===== src/rtl/wave_equation_symplectic_step_top_defines.svh =====
// Assertion macros for the wave equation step block.
// Included by the top level; depends on nothing else.
`ifndef WAVE_EQUATION_SYMPLECTIC_STEP_TOP_DEFINES_SVH
`define WAVE_EQUATION_SYMPLECTIC_STEP_TOP_DEFINES_SVH

// Same-cycle implication, disabled while reset is low.
`define WES_ASSERT_IMP(label, clk, rst_n, ante, cons) \
  label: assert property (@(posedge clk) disable iff (!rst_n) (ante) |-> (cons)) \
    else $error("wave step assertion failed");

// Next-cycle implication, disabled while reset is low.
`define WES_ASSERT_NXT(label, clk, rst_n, ante, cons) \
  label: assert property (@(posedge clk) disable iff (!rst_n) (ante) |=> (cons)) \
    else $error("wave step assertion failed");

`endif


===== src/rtl/wes_pkg.sv =====
// Shared types, constants and codes for the wave equation step block.
// Depends on nothing; used by every module of the block.
package wes_pkg;

  localparam int MAX_POINTS = 512;
  localparam int FRAC_BITS  = 24;
  localparam int ADDR_W     = $clog2(MAX_POINTS);
  localparam int NPTS_W     = ADDR_W + 1;
  localparam int DATA_W     = 32;
  localparam int HALF_W     = 25;
  localparam int GAIN_W     = 31;
  localparam int MAG_W      = DATA_W + 2;
  localparam int PART_W     = MAG_W / 2;
  localparam int PROD_W     = PART_W + GAIN_W;
  localparam int SUM_W      = PROD_W + PART_W + 1;
  localparam int SCL_W      = SUM_W - FRAC_BITS;

  localparam logic [HALF_W-1:0] HALF_RESET = HALF_W'(83886);
  localparam logic [GAIN_W-1:0] GAIN_RESET = GAIN_W'(209715200);
  localparam logic [NPTS_W-1:0] NPTS_RESET = NPTS_W'(500);
  localparam logic [NPTS_W-1:0] NPTS_MIN   = NPTS_W'(3);
  localparam logic [NPTS_W-1:0] NPTS_MAX   = NPTS_W'(MAX_POINTS);

  localparam logic KIND_READ = 1'b0;
  localparam logic KIND_DONE = 1'b1;

  localparam logic [1:0] REG_HALF_STEP = 2'd0;
  localparam logic [1:0] REG_GAIN      = 2'd1;
  localparam logic [1:0] REG_NPTS      = 2'd2;

  typedef enum logic [1:0] {
    CMD_WRITE = 2'd0,
    CMD_STEP  = 2'd1,
    CMD_READ  = 2'd2
  } cmd_t;

  typedef enum logic [3:0] {
    ST_IDLE,
    ST_WRITE,
    ST_RD_ISSUE,
    ST_RD_RESP,
    ST_RD,
    ST_LD,
    ST_M0,
    ST_M1,
    ST_SC,
    ST_WR,
    ST_F0,
    ST_F1,
    ST_F2,
    ST_DONE
  } state_t;

  typedef struct packed {
    logic [1:0]              cmd;
    logic [ADDR_W-1:0]       index;
    logic signed [DATA_W-1:0] position;
    logic signed [DATA_W-1:0] momentum;
  } in_item_t;

  typedef struct packed {
    logic                     kind;
    logic [ADDR_W-1:0]        index_res;
    logic signed [DATA_W-1:0] position_res;
    logic signed [DATA_W-1:0] momentum_res;
  } out_item_t;

  // Commands from the controller to the datapath.
  typedef struct packed {
    logic              cap_in;
    logic              rd_en;
    logic              use_idx;
    logic [ADDR_W-1:0] q_addr;
    logic [ADDR_W-1:0] p_addr;
    logic              wr_in;
    logic              ld_first;
    logic              ld_prev;
    logic              ld_op;
    logic              mom;
    logic              last;
    logic              mul_lo;
    logic              mul_hi;
    logic              scale;
    logic              wr_upd;
    logic [ADDR_W-1:0] wa;
    logic              emit_read;
    logic              emit_done;
  } ctrl_t;

endpackage


===== src/rtl/wes_ctrl.sv =====
// Sequencing state machine of the wave equation step block.
// Depends on wes_pkg; drives the datapath through a ctrl_t command word.
module wes_ctrl (
  input  logic                        clk,
  input  logic                        rst_n,
  input  logic                        start,
  input  logic [1:0]                  cmd,
  input  logic [wes_pkg::NPTS_W-1:0]  npts,
  output logic                        busy,
  output wes_pkg::ctrl_t              ctrl
);
  import wes_pkg::*;

  state_t              state_r, state_nxt;
  logic [ADDR_W-1:0]   i_r, i_nxt;
  logic [1:0]          pass_r, pass_nxt;
  logic [NPTS_W-1:0]   n_r, n_nxt;
  logic [NPTS_W-1:0]   n_clamp;
  logic [NPTS_W-1:0]   n_m1;
  logic                last;

  // Grid size held to the legal range.
  always_comb begin
    if (npts < NPTS_MIN) begin
      n_clamp = NPTS_MIN;
    end else if (npts > NPTS_MAX) begin
      n_clamp = NPTS_MAX;
    end else begin
      n_clamp = npts;
    end
  end

  assign n_m1 = n_r - NPTS_W'(1);
  assign last = (i_r == n_m1[ADDR_W-1:0]);

  // State and counters.
  always_ff @(posedge clk) begin
    if (!rst_n) begin
      state_r <= ST_IDLE;
      i_r     <= '0;
      pass_r  <= '0;
      n_r     <= NPTS_MIN;
    end else begin
      state_r <= state_nxt;
      i_r     <= i_nxt;
      pass_r  <= pass_nxt;
      n_r     <= n_nxt;
    end
  end

  // Next state.
  always_comb begin
    state_nxt = state_r;
    i_nxt     = i_r;
    pass_nxt  = pass_r;
    n_nxt     = n_r;
    case (state_r)
      ST_IDLE: begin
        if (start) begin
          case (cmd)
            CMD_WRITE: state_nxt = ST_WRITE;
            CMD_READ:  state_nxt = ST_RD_ISSUE;
            CMD_STEP: begin
              state_nxt = ST_RD;
              i_nxt     = '0;
              pass_nxt  = '0;
              n_nxt     = n_clamp;
            end
            default: state_nxt = ST_IDLE;
          endcase
        end
      end
      ST_WRITE:    state_nxt = ST_IDLE;
      ST_RD_ISSUE: state_nxt = ST_RD_RESP;
      ST_RD_RESP:  state_nxt = ST_IDLE;
      ST_RD:       state_nxt = ST_LD;
      ST_LD:       state_nxt = ST_M0;
      ST_M0:       state_nxt = ST_M1;
      ST_M1:       state_nxt = ST_SC;
      ST_SC:       state_nxt = ST_WR;
      ST_WR: begin
        if (last) begin
          i_nxt = '0;
          if (pass_r == 2'd3) begin
            state_nxt = ST_DONE;
          end else begin
            pass_nxt  = pass_r + 2'd1;
            state_nxt = pass_r[0] ? ST_RD : ST_F0;
          end
        end else begin
          i_nxt     = i_r + ADDR_W'(1);
          state_nxt = ST_RD;
        end
      end
      ST_F0:   state_nxt = ST_F1;
      ST_F1:   state_nxt = ST_F2;
      ST_F2:   state_nxt = ST_RD;
      ST_DONE: state_nxt = ST_IDLE;
      default: state_nxt = ST_IDLE;
    endcase
  end

  // Datapath commands.
  always_comb begin
    ctrl        = '0;
    ctrl.mom    = pass_r[0];
    ctrl.last   = last;
    ctrl.wa     = i_r;
    ctrl.p_addr = i_r;
    ctrl.q_addr = i_r;
    busy        = (state_r != ST_IDLE);
    case (state_r)
      ST_IDLE:     ctrl.cap_in = start;
      ST_WRITE:    ctrl.wr_in  = 1'b1;
      ST_RD_ISSUE: begin
        ctrl.rd_en   = 1'b1;
        ctrl.use_idx = 1'b1;
      end
      ST_RD_RESP:  ctrl.emit_read = 1'b1;
      ST_RD: begin
        ctrl.rd_en = 1'b1;
        if (pass_r[0]) begin
          ctrl.q_addr = i_r + ADDR_W'(1);
        end
      end
      ST_LD:   ctrl.ld_op  = 1'b1;
      ST_M0:   ctrl.mul_lo = 1'b1;
      ST_M1:   ctrl.mul_hi = 1'b1;
      ST_SC:   ctrl.scale  = 1'b1;
      ST_WR:   ctrl.wr_upd = 1'b1;
      ST_F0: begin
        ctrl.rd_en  = 1'b1;
        ctrl.q_addr = '0;
      end
      ST_F1: begin
        ctrl.ld_first = 1'b1;
        ctrl.rd_en    = 1'b1;
        ctrl.q_addr   = n_m1[ADDR_W-1:0];
      end
      ST_F2:   ctrl.ld_prev   = 1'b1;
      ST_DONE: ctrl.emit_done = 1'b1;
      default: ctrl = '0;
    endcase
  end

endmodule


===== config.mk =====
export PLATFORM = sky130hd
export DESIGN_NAME = wes_ctrl
export DESIGN_NICKNAME = d
export VERILOG_FILES = /design/src/rtl/wave_equation_symplectic_step_top_defines.svh /design/src/rtl/wes_pkg.sv /design/src/rtl/wes_ctrl.sv
export SDC_FILE = /design/constraint.sdc
export NUM_CORES = 1
export LEC_CHECK = 0
export ABC_AREA = 0
export ABC_CLOCK_PERIOD_IN_PS = 3000
export BUFFER_PORTS_ARGS = -buffer_cell sky130_fd_sc_hd__buf_2
export CORE_MARGIN = 2
export CORE_UTILIZATION = 25
export DETAILED_ROUTE_END_ITERATION = 10
export PLACE_DENSITY = 0.43
export REMOVE_ABC_BUFFERS = 1
export SLEW_MARGIN = 30
export SYNTH_ARGS = -nofsm -noshare
export SYNTH_HDL_FRONTEND = slang
export SYNTH_SLANG_ARGS = --single-unit

===== constraint.sdc =====
create_clock -name clk -period 3 [get_ports clk]
set_input_delay 0.3 -clock clk [delete_from_list [all_inputs] [get_ports clk]]
set_output_delay 0.3 -clock clk [all_outputs]
set_load 0.05 [all_outputs]

# Word-level counts from Yosys, hierarchy flattened
# Index checks and enable logic that the tools add are counted.
dict set report op_classes {
  addsub 3
  mul 0
  div 0
  magnitude_cmp 2
  eq_ne 21
  n_shift 0
  n_mux 34
  bitwise 0
  n_reduce_logical 10
}
# cell n
set op_table {}
lappend op_table {{$mux 9} 7}
lappend op_table {{$pmux 4 s11} 1}
lappend op_table {{$pmux 9 s3} 1}
lappend op_table {{$eq 4x4->1 const B} 6}
lappend op_table {{$pmux 9 s2} 1}
lappend op_table {{$eq 4x3->1 const B} 4}
lappend op_table {{$mux 4} 4}
lappend op_table {{$reduce_or 14->1} 1}
lappend op_table {{$mux 1} 13}
lappend op_table {{$reduce_or 11->1} 1}
lappend op_table {{$gt 10x10->1 const B} 1}
lappend op_table {{$lt 10x2->1 const B} 1}
lappend op_table {{$mux 2} 5}
lappend op_table {{$add 9x1->9 const B} 1}
lappend op_table {{$eq 9x9->1} 1}
lappend op_table {{$pmux 3 s3} 1}
lappend op_table {{$sub 9x1->9 const B} 1}
lappend op_table {{$eq 4x2->1 const B} 2}
lappend op_table {{$ne 2x2->1 const B} 3}
lappend op_table {{$reduce_and 3->1} 2}
lappend op_table {{$reduce_and 5->1} 1}
lappend op_table {{$eq 2x2->1 const B} 2}
lappend op_table {{$eq 4x1->1 const B} 1}
lappend op_table {{$logic_not 4->1} 1}
lappend op_table {{8 further kinds} 8}
dict set report word_totals {
  regBits 24
  latch_bits 0
  ramBits 0
  rom_bits 0
  inputBits 15
  out_inout_bits 43
  word_cells 74
  memories 0
}

# Logic depth before layout (Yosys ltp)
# Gate-level depths: netlist of run 1.
dict set report logic_depth {
  ltp_word 4
  ltp_mapped 11
  ltp_nobuf 9
}

# Worst setup path after synthesis of run 1
# Ideal clock, no wire load.
dict set report synth_timing {
  path_type {register -> output}
  startpoint {reg n_r[0]}
  endpoint {out ctrl[36] (netlist bit)}
  arrival_ns 2.603
  t_required_ns 2.700
  slack_ns 0.097
  path_stages_with_launch 8
  cell_sequence {dfxtp_1 > buf_6 > inv_1 > ha_1 > or3b_2 > nor3_1 > xnor2_1 > o21ai_0}
}
# element line_no
set synth_lines {}
lappend synth_lines {{from (decl)} wes_ctrl.sv:17} ;# logic [NPTS_W-1:0] n_r, n_nxt;
lappend synth_lines {{from (signal assigned)} wes_ctrl.sv:47} ;# n_r <= n_nxt;
lappend synth_lines {{to (decl)} wes_ctrl.sv:10} ;# output wes_pkg::ctrl_t ctrl

==> metrics.md, run 1 <==
| Metric | Value |
|---|---|
| Detail Route Antenna Nets | 0 |
| CTS tree | built |
| Worst reg2reg startpoint | n_r[1]$_SDFFE_PN1P_ |
| Antenna cells | 0 |
| DRT iter0 DRCs | between 40 and 50 |
| Most frequent cells in the layout | 56 x buf_2, 30 x nor2_1, 24 x dfxtp_1 |
| Clock share of power | 28.3% |
| Largest net degree at the start of global routing | 20 |
| Async SR Flop Fraction | 0% |
| HP Class | in2reg |
| Area grow syn2layout | 16.5% |
| Fill cells | between 900 and 1,000 |
| Setup-failing EPs final | 0 |
| IO buf count | 57 |
| Area leader, netlist | dfxtp_1 |
| Routability cong. | approximately 0.77 |
| Startpoint Class | flip-flop |
| Worst path slowest cell | or3b_4 |
| Critical Path End Type | output pin |
| Multi-input logic area | 0.00144 mm^2 |
| Chip width | approximately 97 um |
| Initial core utilization | around a quarter |
| Overall routed net length | between 6 and 7 mm |
| NetSw | 0.226 mW |
| Reg clk slew, reported paths | approximately 90 ps |
| CTS H-tree depth | 1 |
| Leading cell type in the layout, fill and taps excluded | buf_2 |
| DRC errors left | 0 |
| Total grt overflow | 0 |
| Placed insts | 433 |
| Share of cells above drive strength 1 | 26.9% |
| Tmin final | about 2900 ps |
| Site row count | 33 |
| Total number of vias | 2,144 |
| Post-Syn Area | around 0.0021 mm^2 |
| Via/cell ratio | slightly below 5 |
| Max-Cap Viols | 0 |
| Synth warnings | 0 |
| Worst path max stage delay | 420 ps |
| Power Internal | about 0.47 mW |
| Run status | complete, no violations |
| Fraction of power consumed by combinational cells | 23.8% |
| VDD IR max | about 0.00014 V |
| Vias in the first global route | between 2,000 and 2,500 |
| Worst hold stages | 3 |
| Clock Sinks | 24 |
| Cell area power density | ~280 mW/mm^2 |
| Final slew viol count | 0 |
| Mapped Avg Cell Area | 7.31 um^2 |
| Die area | 0.00936 mm^2 |
| Reg2reg end | pass_r[1]$_SDFFE_PN0P_ |
| Register area | 480 um^2 |
| Fin crit share | between 90% and 100% |
| Hold wc startpoint | npts[6] |
| Most used flip-flop cell after synthesis | dfxtp_1 |
| Die Y | ~97 um |
| Clock latency on the worst-skew pair | around 270 ps |
| Post-route insts no fill | roughly 440 |
| Top cells by area, synth | dfxtp_1 22%, nor2_1 5.2%, a21oi_1 5.1%, nor3_1 4.9%, o21ai_0 4.7% |
| Peak Freq | ~0.35 GHz |
| Slew margin rel. | between 40% and 50% |
| Antenna violations before repair | 0 |
| Layout Nets | ~350 |
| Switching Share | 32.3% |
| Final hold violations | 0 |
| Flop pwr share | a little under half |
| Critical Path AT | 2550 ps |
| Cells along the critical path | inv_1 -> ha_2 -> or3b_4 -> nor3_4 -> xnor3_1 -> o211ai_2 -> or2_4 -> and2b_2 -> buf_4 |
| Top-level port count | 58 |
| Hold path endpoint | n_r[6]$_SDFFE_PN0P_ |
| Synthesized flop and latch total | 24 |
| Worst slew pin tran | 871 ps |
| Crit Path Max Fanout | 5 |
| Reg2Reg Setup Slack | 430 ps |
| Syn Inst Count | between 200 and 300 |
| Setup TNS | 0 ps |
| Yosys top cell area share | approximately 22% |
| CP required | ~2700 ps |
| Clock root cell | clkbuf_8 |
| Global-route wire length before repair | roughly 10 mm |
| Clock tree buffer depth | 2 |
| RSZ-0062 raised after global routing | no |
| Gr usage total | roughly 13% |
| R2R depth | 9 |
| Crit path kind | reg2out |
| Clock Skew | 4.98 ps |
| Sequential-to-total area share from yosys stat | between 20 and 25% |
| First drt pass iteration count | 4 |
| Synth unique cells | 55 |
| Drt wl/cell | between 10 and 15 um |
| Area of the core | just over 0.008 mm^2 |
| Minimum hold slack | between 200 and 300 ps |
| Power, Total | roughly 0.7 mW |
| Number of flops mapped to enable cells by yosys | 0 |
| Post-DP HPWL | about 4.8 mm |
| Lkg Pwr | around 1.1 nW |
| Cts bufs inserted | 3 |
==> logic make-up (layout without fill, tap and decap cells) <==
logic type	Yosys count	in the layout	share of synthesized area, %
compound gates	84	84	26.6
xor+xnor	14	14	6.34
fa+ha+maj	4	4	2.33
buf+inv	46	83	11.8
flops	24	24	22.4
mux	2	2	1.22
simple gates	120	120	29.4
==> critical path, delay by kind of cell (launching register included) <==
family	cells	cell delay [ps]
DFF	1	360
adders and majority gates	1	210
AOI/OAI and AO/OA	1	170
and+or+nand+nor	4	1070
xor gates and xnor gates	1	190
buffers and inverters	2	280
==> timing repair <==
item	in CTS	in global routing
hold buffers	0	0
buffers inserted	0	0
pin swaps	0	0
resized for setup	2	5
setup endpoints to repair	1	1
==> worst max-delay path by stage <==
stage,start,end,slack (ps)
2_1_floorplan,n_r[0]$_SDFFE_PN1P_,ctrl[36],140
3_3_place_gp,n_r[1]$_SDFFE_PN1P_,ctrl[15],270
3_5_place_dp,n_r[1]$_SDFFE_PN1P_,ctrl[15],180
5_1_grt,n_r[1]$_SDFFE_PN1P_,ctrl[15],20
6_report,n_r[1]$_SDFFE_PN1P_,ctrl[15],150
4_1_cts,n_r[1]$_SDFFE_PN1P_,ctrl[15],20
==> power by group through the flow <==
stage | sequential [mW] | clock, mW | combinational, mW
2_1_floorplan | 0.343 | 0 | 0.113
3_3_place_gp | 0.343 | 0 | 0.166
3_5_place_dp | 0.342 | 0 | 0.165
4_1_cts | 0.335 | 0.209 | 0.166
5_1_grt | 0.337 | 0.219 | 0.181
6_report | 0.335 | 0.198 | 0.167
==> metal layers <==
metal / GRT usage [%] / up-vias / share of wire, %
li1: - / 1112 / -
met1: 16.4 / 977 / 48
met2: 21.3 / 49 / 47
met3: 2.02 / 6 / 3.8
met4: 3.58 / 0 / 1.0
met5: 0 / - / 0
==> per-stage QoR <==
step	util, %	cell area, um^2	setup slack (ps)
floorplan	-	1950	142
global placement	29.5	2430	271
detailed placement	29.5	2430	180
CTS	30.1	2480	20.8
global route	30.3	2500	15.8
finish	30.3	2500	147
==> synthesized netlist by cell type, types with 2 or more instances <==
cell type and instances:
o21ai_0 20, o211ai_2 2, nor2_1 30, inv_1 14
or2_2 3, o211ai_1 2, a21oi_1 22, clkbuf_8 3
a21o_1 6, xor2_1 3, nor3b_1 5, o311ai_0 3
o221ai_1 4, nand2b_1 4, and2_1 10, o31ai_1 3
nand2_1 16, nor3_1 21, clkbuf_1 17, or4_1 2
a22oi_1 4, xnor2_1 10, and3_1 4, o21bai_1 8
nand3_1 11, a31oi_1 2, ha_1 4, or3_1 2
buf_4 10, dfxtp_1 24
==> registers in the layout (all words and copies together) (netlist names) <==
register / count
i_r: 9
state_r: 4
n_r: 9
pass_r: 2
==> layout make-up <==
| type | count | share of cell area, % |
|---|---|---|
| clock buffers | 3 | 1.65 |
| inverters | 14 | 2.10 |
| multi-input cells | 224 | 57.6 |
| flip-flops and latches | 24 | 19.2 |
| well taps | 105 | 5.25 |
| repair buffers | 66 | 14.2 |
(Power assumes the default switching activity.)
==> run 2: changes to the inputs <==
- CELL_PAD_IN_SITES_DETAIL_PLACEMENT: unset -> 1
- CELL_PAD_IN_SITES_GLOBAL_PLACEMENT: unset -> 1
- PLACE_DENSITY: 0.43 -> 0.56
- SKIP_CTS_REPAIR_TIMING: unset -> 1
==> run 2 against run 1 <==
Net effect:
- clock skew grew 5.1 ps
- non-clock buffer count grew 1
- power grew 15%
- die area is the same
- via count grew 3.9%
- highest routed layer unchanged
==> metrics.md, run 2 (synthesis gave the netlist of run 1 again) <==
| Metric | Value |
|---|---|
| Run status | complete, no violations |
| Area grow syn2layout | 18.4% |
| Final hold violations | 0 |
| CTS H-tree depth | 1 |
| Clock tree buffer depth | 2 |
| Crit Path Max Fanout | 5 |
| Clock Sinks | 24 |
| Reg2Reg Setup Slack | approximately 420 ps |
| Max-Cap Viols | 0 |
| Clock latency on the worst-skew pair | 270 ps |
| Routability cong. | 0.770 |
| Overall routed net length | about 6.9 mm |
| Leading cell type in the layout, fill and taps excluded | buf_2 |
| Largest regs | i_r: 9 flops, n_r: 9 flops, state_r: 4 flops |
| Chip width | 96.7 um |
| Setup-failing EPs final | 0 |
| Lkg Pwr | 1.09 nW |
| Drt wl/cell | around 16 um |
| Via/cell ratio | between 5 and 6 |
| Clock Skew | 10.1 ps |
| Startpoint Class | flip-flop |
| GR peak layer | met2 |
| Tmin final | 2830 ps |
| Met3 usage | 1.88% |
| Critical Path End Type | output pin |
| Placed insts | ~430 |
| Reg2reg end | pass_r[1]$_SDFFE_PN0P_ |
| Area of the core | between 0.008 and 0.009 mm^2 |
| Detail Route Antenna Nets | 0 |
| IO buf count | 57 |
| First drt pass iteration count | 4 |
| Fin crit share | a little over nine tenths |
| DRC errors left | 0 |
| Largest net degree at the start of global routing | 20 |
| R2R depth | 9 |
| Setup TNS | 0 ps |
| Post-DP HPWL | roughly 5.3 mm |
| Antenna cells | 0 |
| Cell area power density | roughly 320 mW/mm^2 |
| Worst slew pin tran | between 800 and 900 ps |
| Minimum hold slack | 275 ps |
| Critical path startpoint | n_r[1]$_SDFFE_PN1P_ |
| Gr usage total | about 14% |
| Share of cells above drive strength 1 | between 20% and 30% |
| Final slew viol count | 0 |
| Grt met1 use | 18.7% |
| Hold wc startpoint | npts[5] |
| Cts bufs inserted | 3 |
| Reg clk slew, reported paths | about 100 ps |
| RSZ-0062 raised after global routing | no |
| Layout Nets | 353 |
| Top-level port count | 58 |
| Total number of vias | 2,228 |
| Antenna violations before repair | 0 |
| DRT iter0 DRCs | 78 |
| Critical Path AT | roughly 2500 ps |
| Die area | between 0.009 and 0.01 mm^2 |
| HP Class | in2reg |
| Worst reg2reg startpoint | n_r[1]$_SDFFE_PN1P_ |
| Clock root cell | clkbuf_8 |
| CP required | 2700 ps |
| CTS tree | built |
| Die Y | slightly below 100 um |
| Initial core utilization | 26.0% |
| Crit path kind | reg2out |
| Vias in the first global route | roughly 2,200 |
| Post-route insts no fill | about 440 |
| Site row count | 33 |
| Most frequent cells in the layout | 56 x buf_2, 30 x nor2_1, 24 x dfxtp_1 |
| Total grt overflow | 0 |
| Crit path capture | ctrl[15] |
| Slew margin rel. | 41.3% |
| Peak Freq | about 0.35 GHz |
| GRT met2 Usage | between 20% and 30% |
| Global-route wire length before repair | between 10 and 15 mm |
| VDD IR max | roughly 0.00015 V |
run 2: cell types whose count changed in the layout (fill, tap and decap cells not counted):
cell	delta
bufinv_16	+1
nor3_2	+1
buf_6	+1
nor3b_1	+1
nor3_1	-1
nor3b_2	-1
run 2: routing by layer:
layer	share of wire [%]	routed length (um)
met1	46	3190
met2	50	3420
met3	3.2	222
met4	0.54	37
met5	0	0
run 2: final cells by class:
type,instances,area (um^2)
fillers,1046,5710
multi-input cells,224,1440
flip-flops and latches,24,480
repair buffers,67,367
well taps,105,131
inverters,14,52.6
clock buffers,3,41.3
clock inverters,1,30.0
run 2: critical path, cell delays in order (launching register included):
cell and delay (ps):
dfxtp_1 360, inv_1 100, ha_2 220, or3b_4 420, nor3_4 160, xnor3_1 170
o211ai_2 150, or2_4 290, and2b_2 220, buf_6 150
run 2: how the worst min path moves through the flow:
stage	to	slack [ps]	depth (start not counted)
final	n_r[5]$_SDFFE_PN0P_	280	3
after floorplan	n_r[0]$_SDFFE_PN1P_	400	1
after global placement	pass_r[1]$_SDFFE_PN0P_	500	2
after detailed placement	pass_r[1]$_SDFFE_PN0P_	510	2
after CTS	n_r[7]$_SDFFE_PN0P_	270	3
after global routing	n_r[7]$_SDFFE_PN0P_	280	3
run 2: stage by stage:
step           util, %  total power [mW]  worst slack [ps]  instance area, um^2
3_3_place_gp      29.6             0.511               235                 2440
3_5_place_dp      29.6             0.512               150                 2440
2_1_floorplan        -             0.457               142                 1950
6_report          30.8             0.802               168                 2540
5_1_grt           30.8             0.846              11.0                 2540
4_1_cts           30.4             0.813              -192                 2510
run 2: report_power, final:
group / switching, mW / internal, mW / total (mW)
Sequential: 0.0106 / 0.325 / 0.335
Combinational: 0.113 / 0.0613 / 0.174
Clock: 0.114 / 0.179 / 0.293
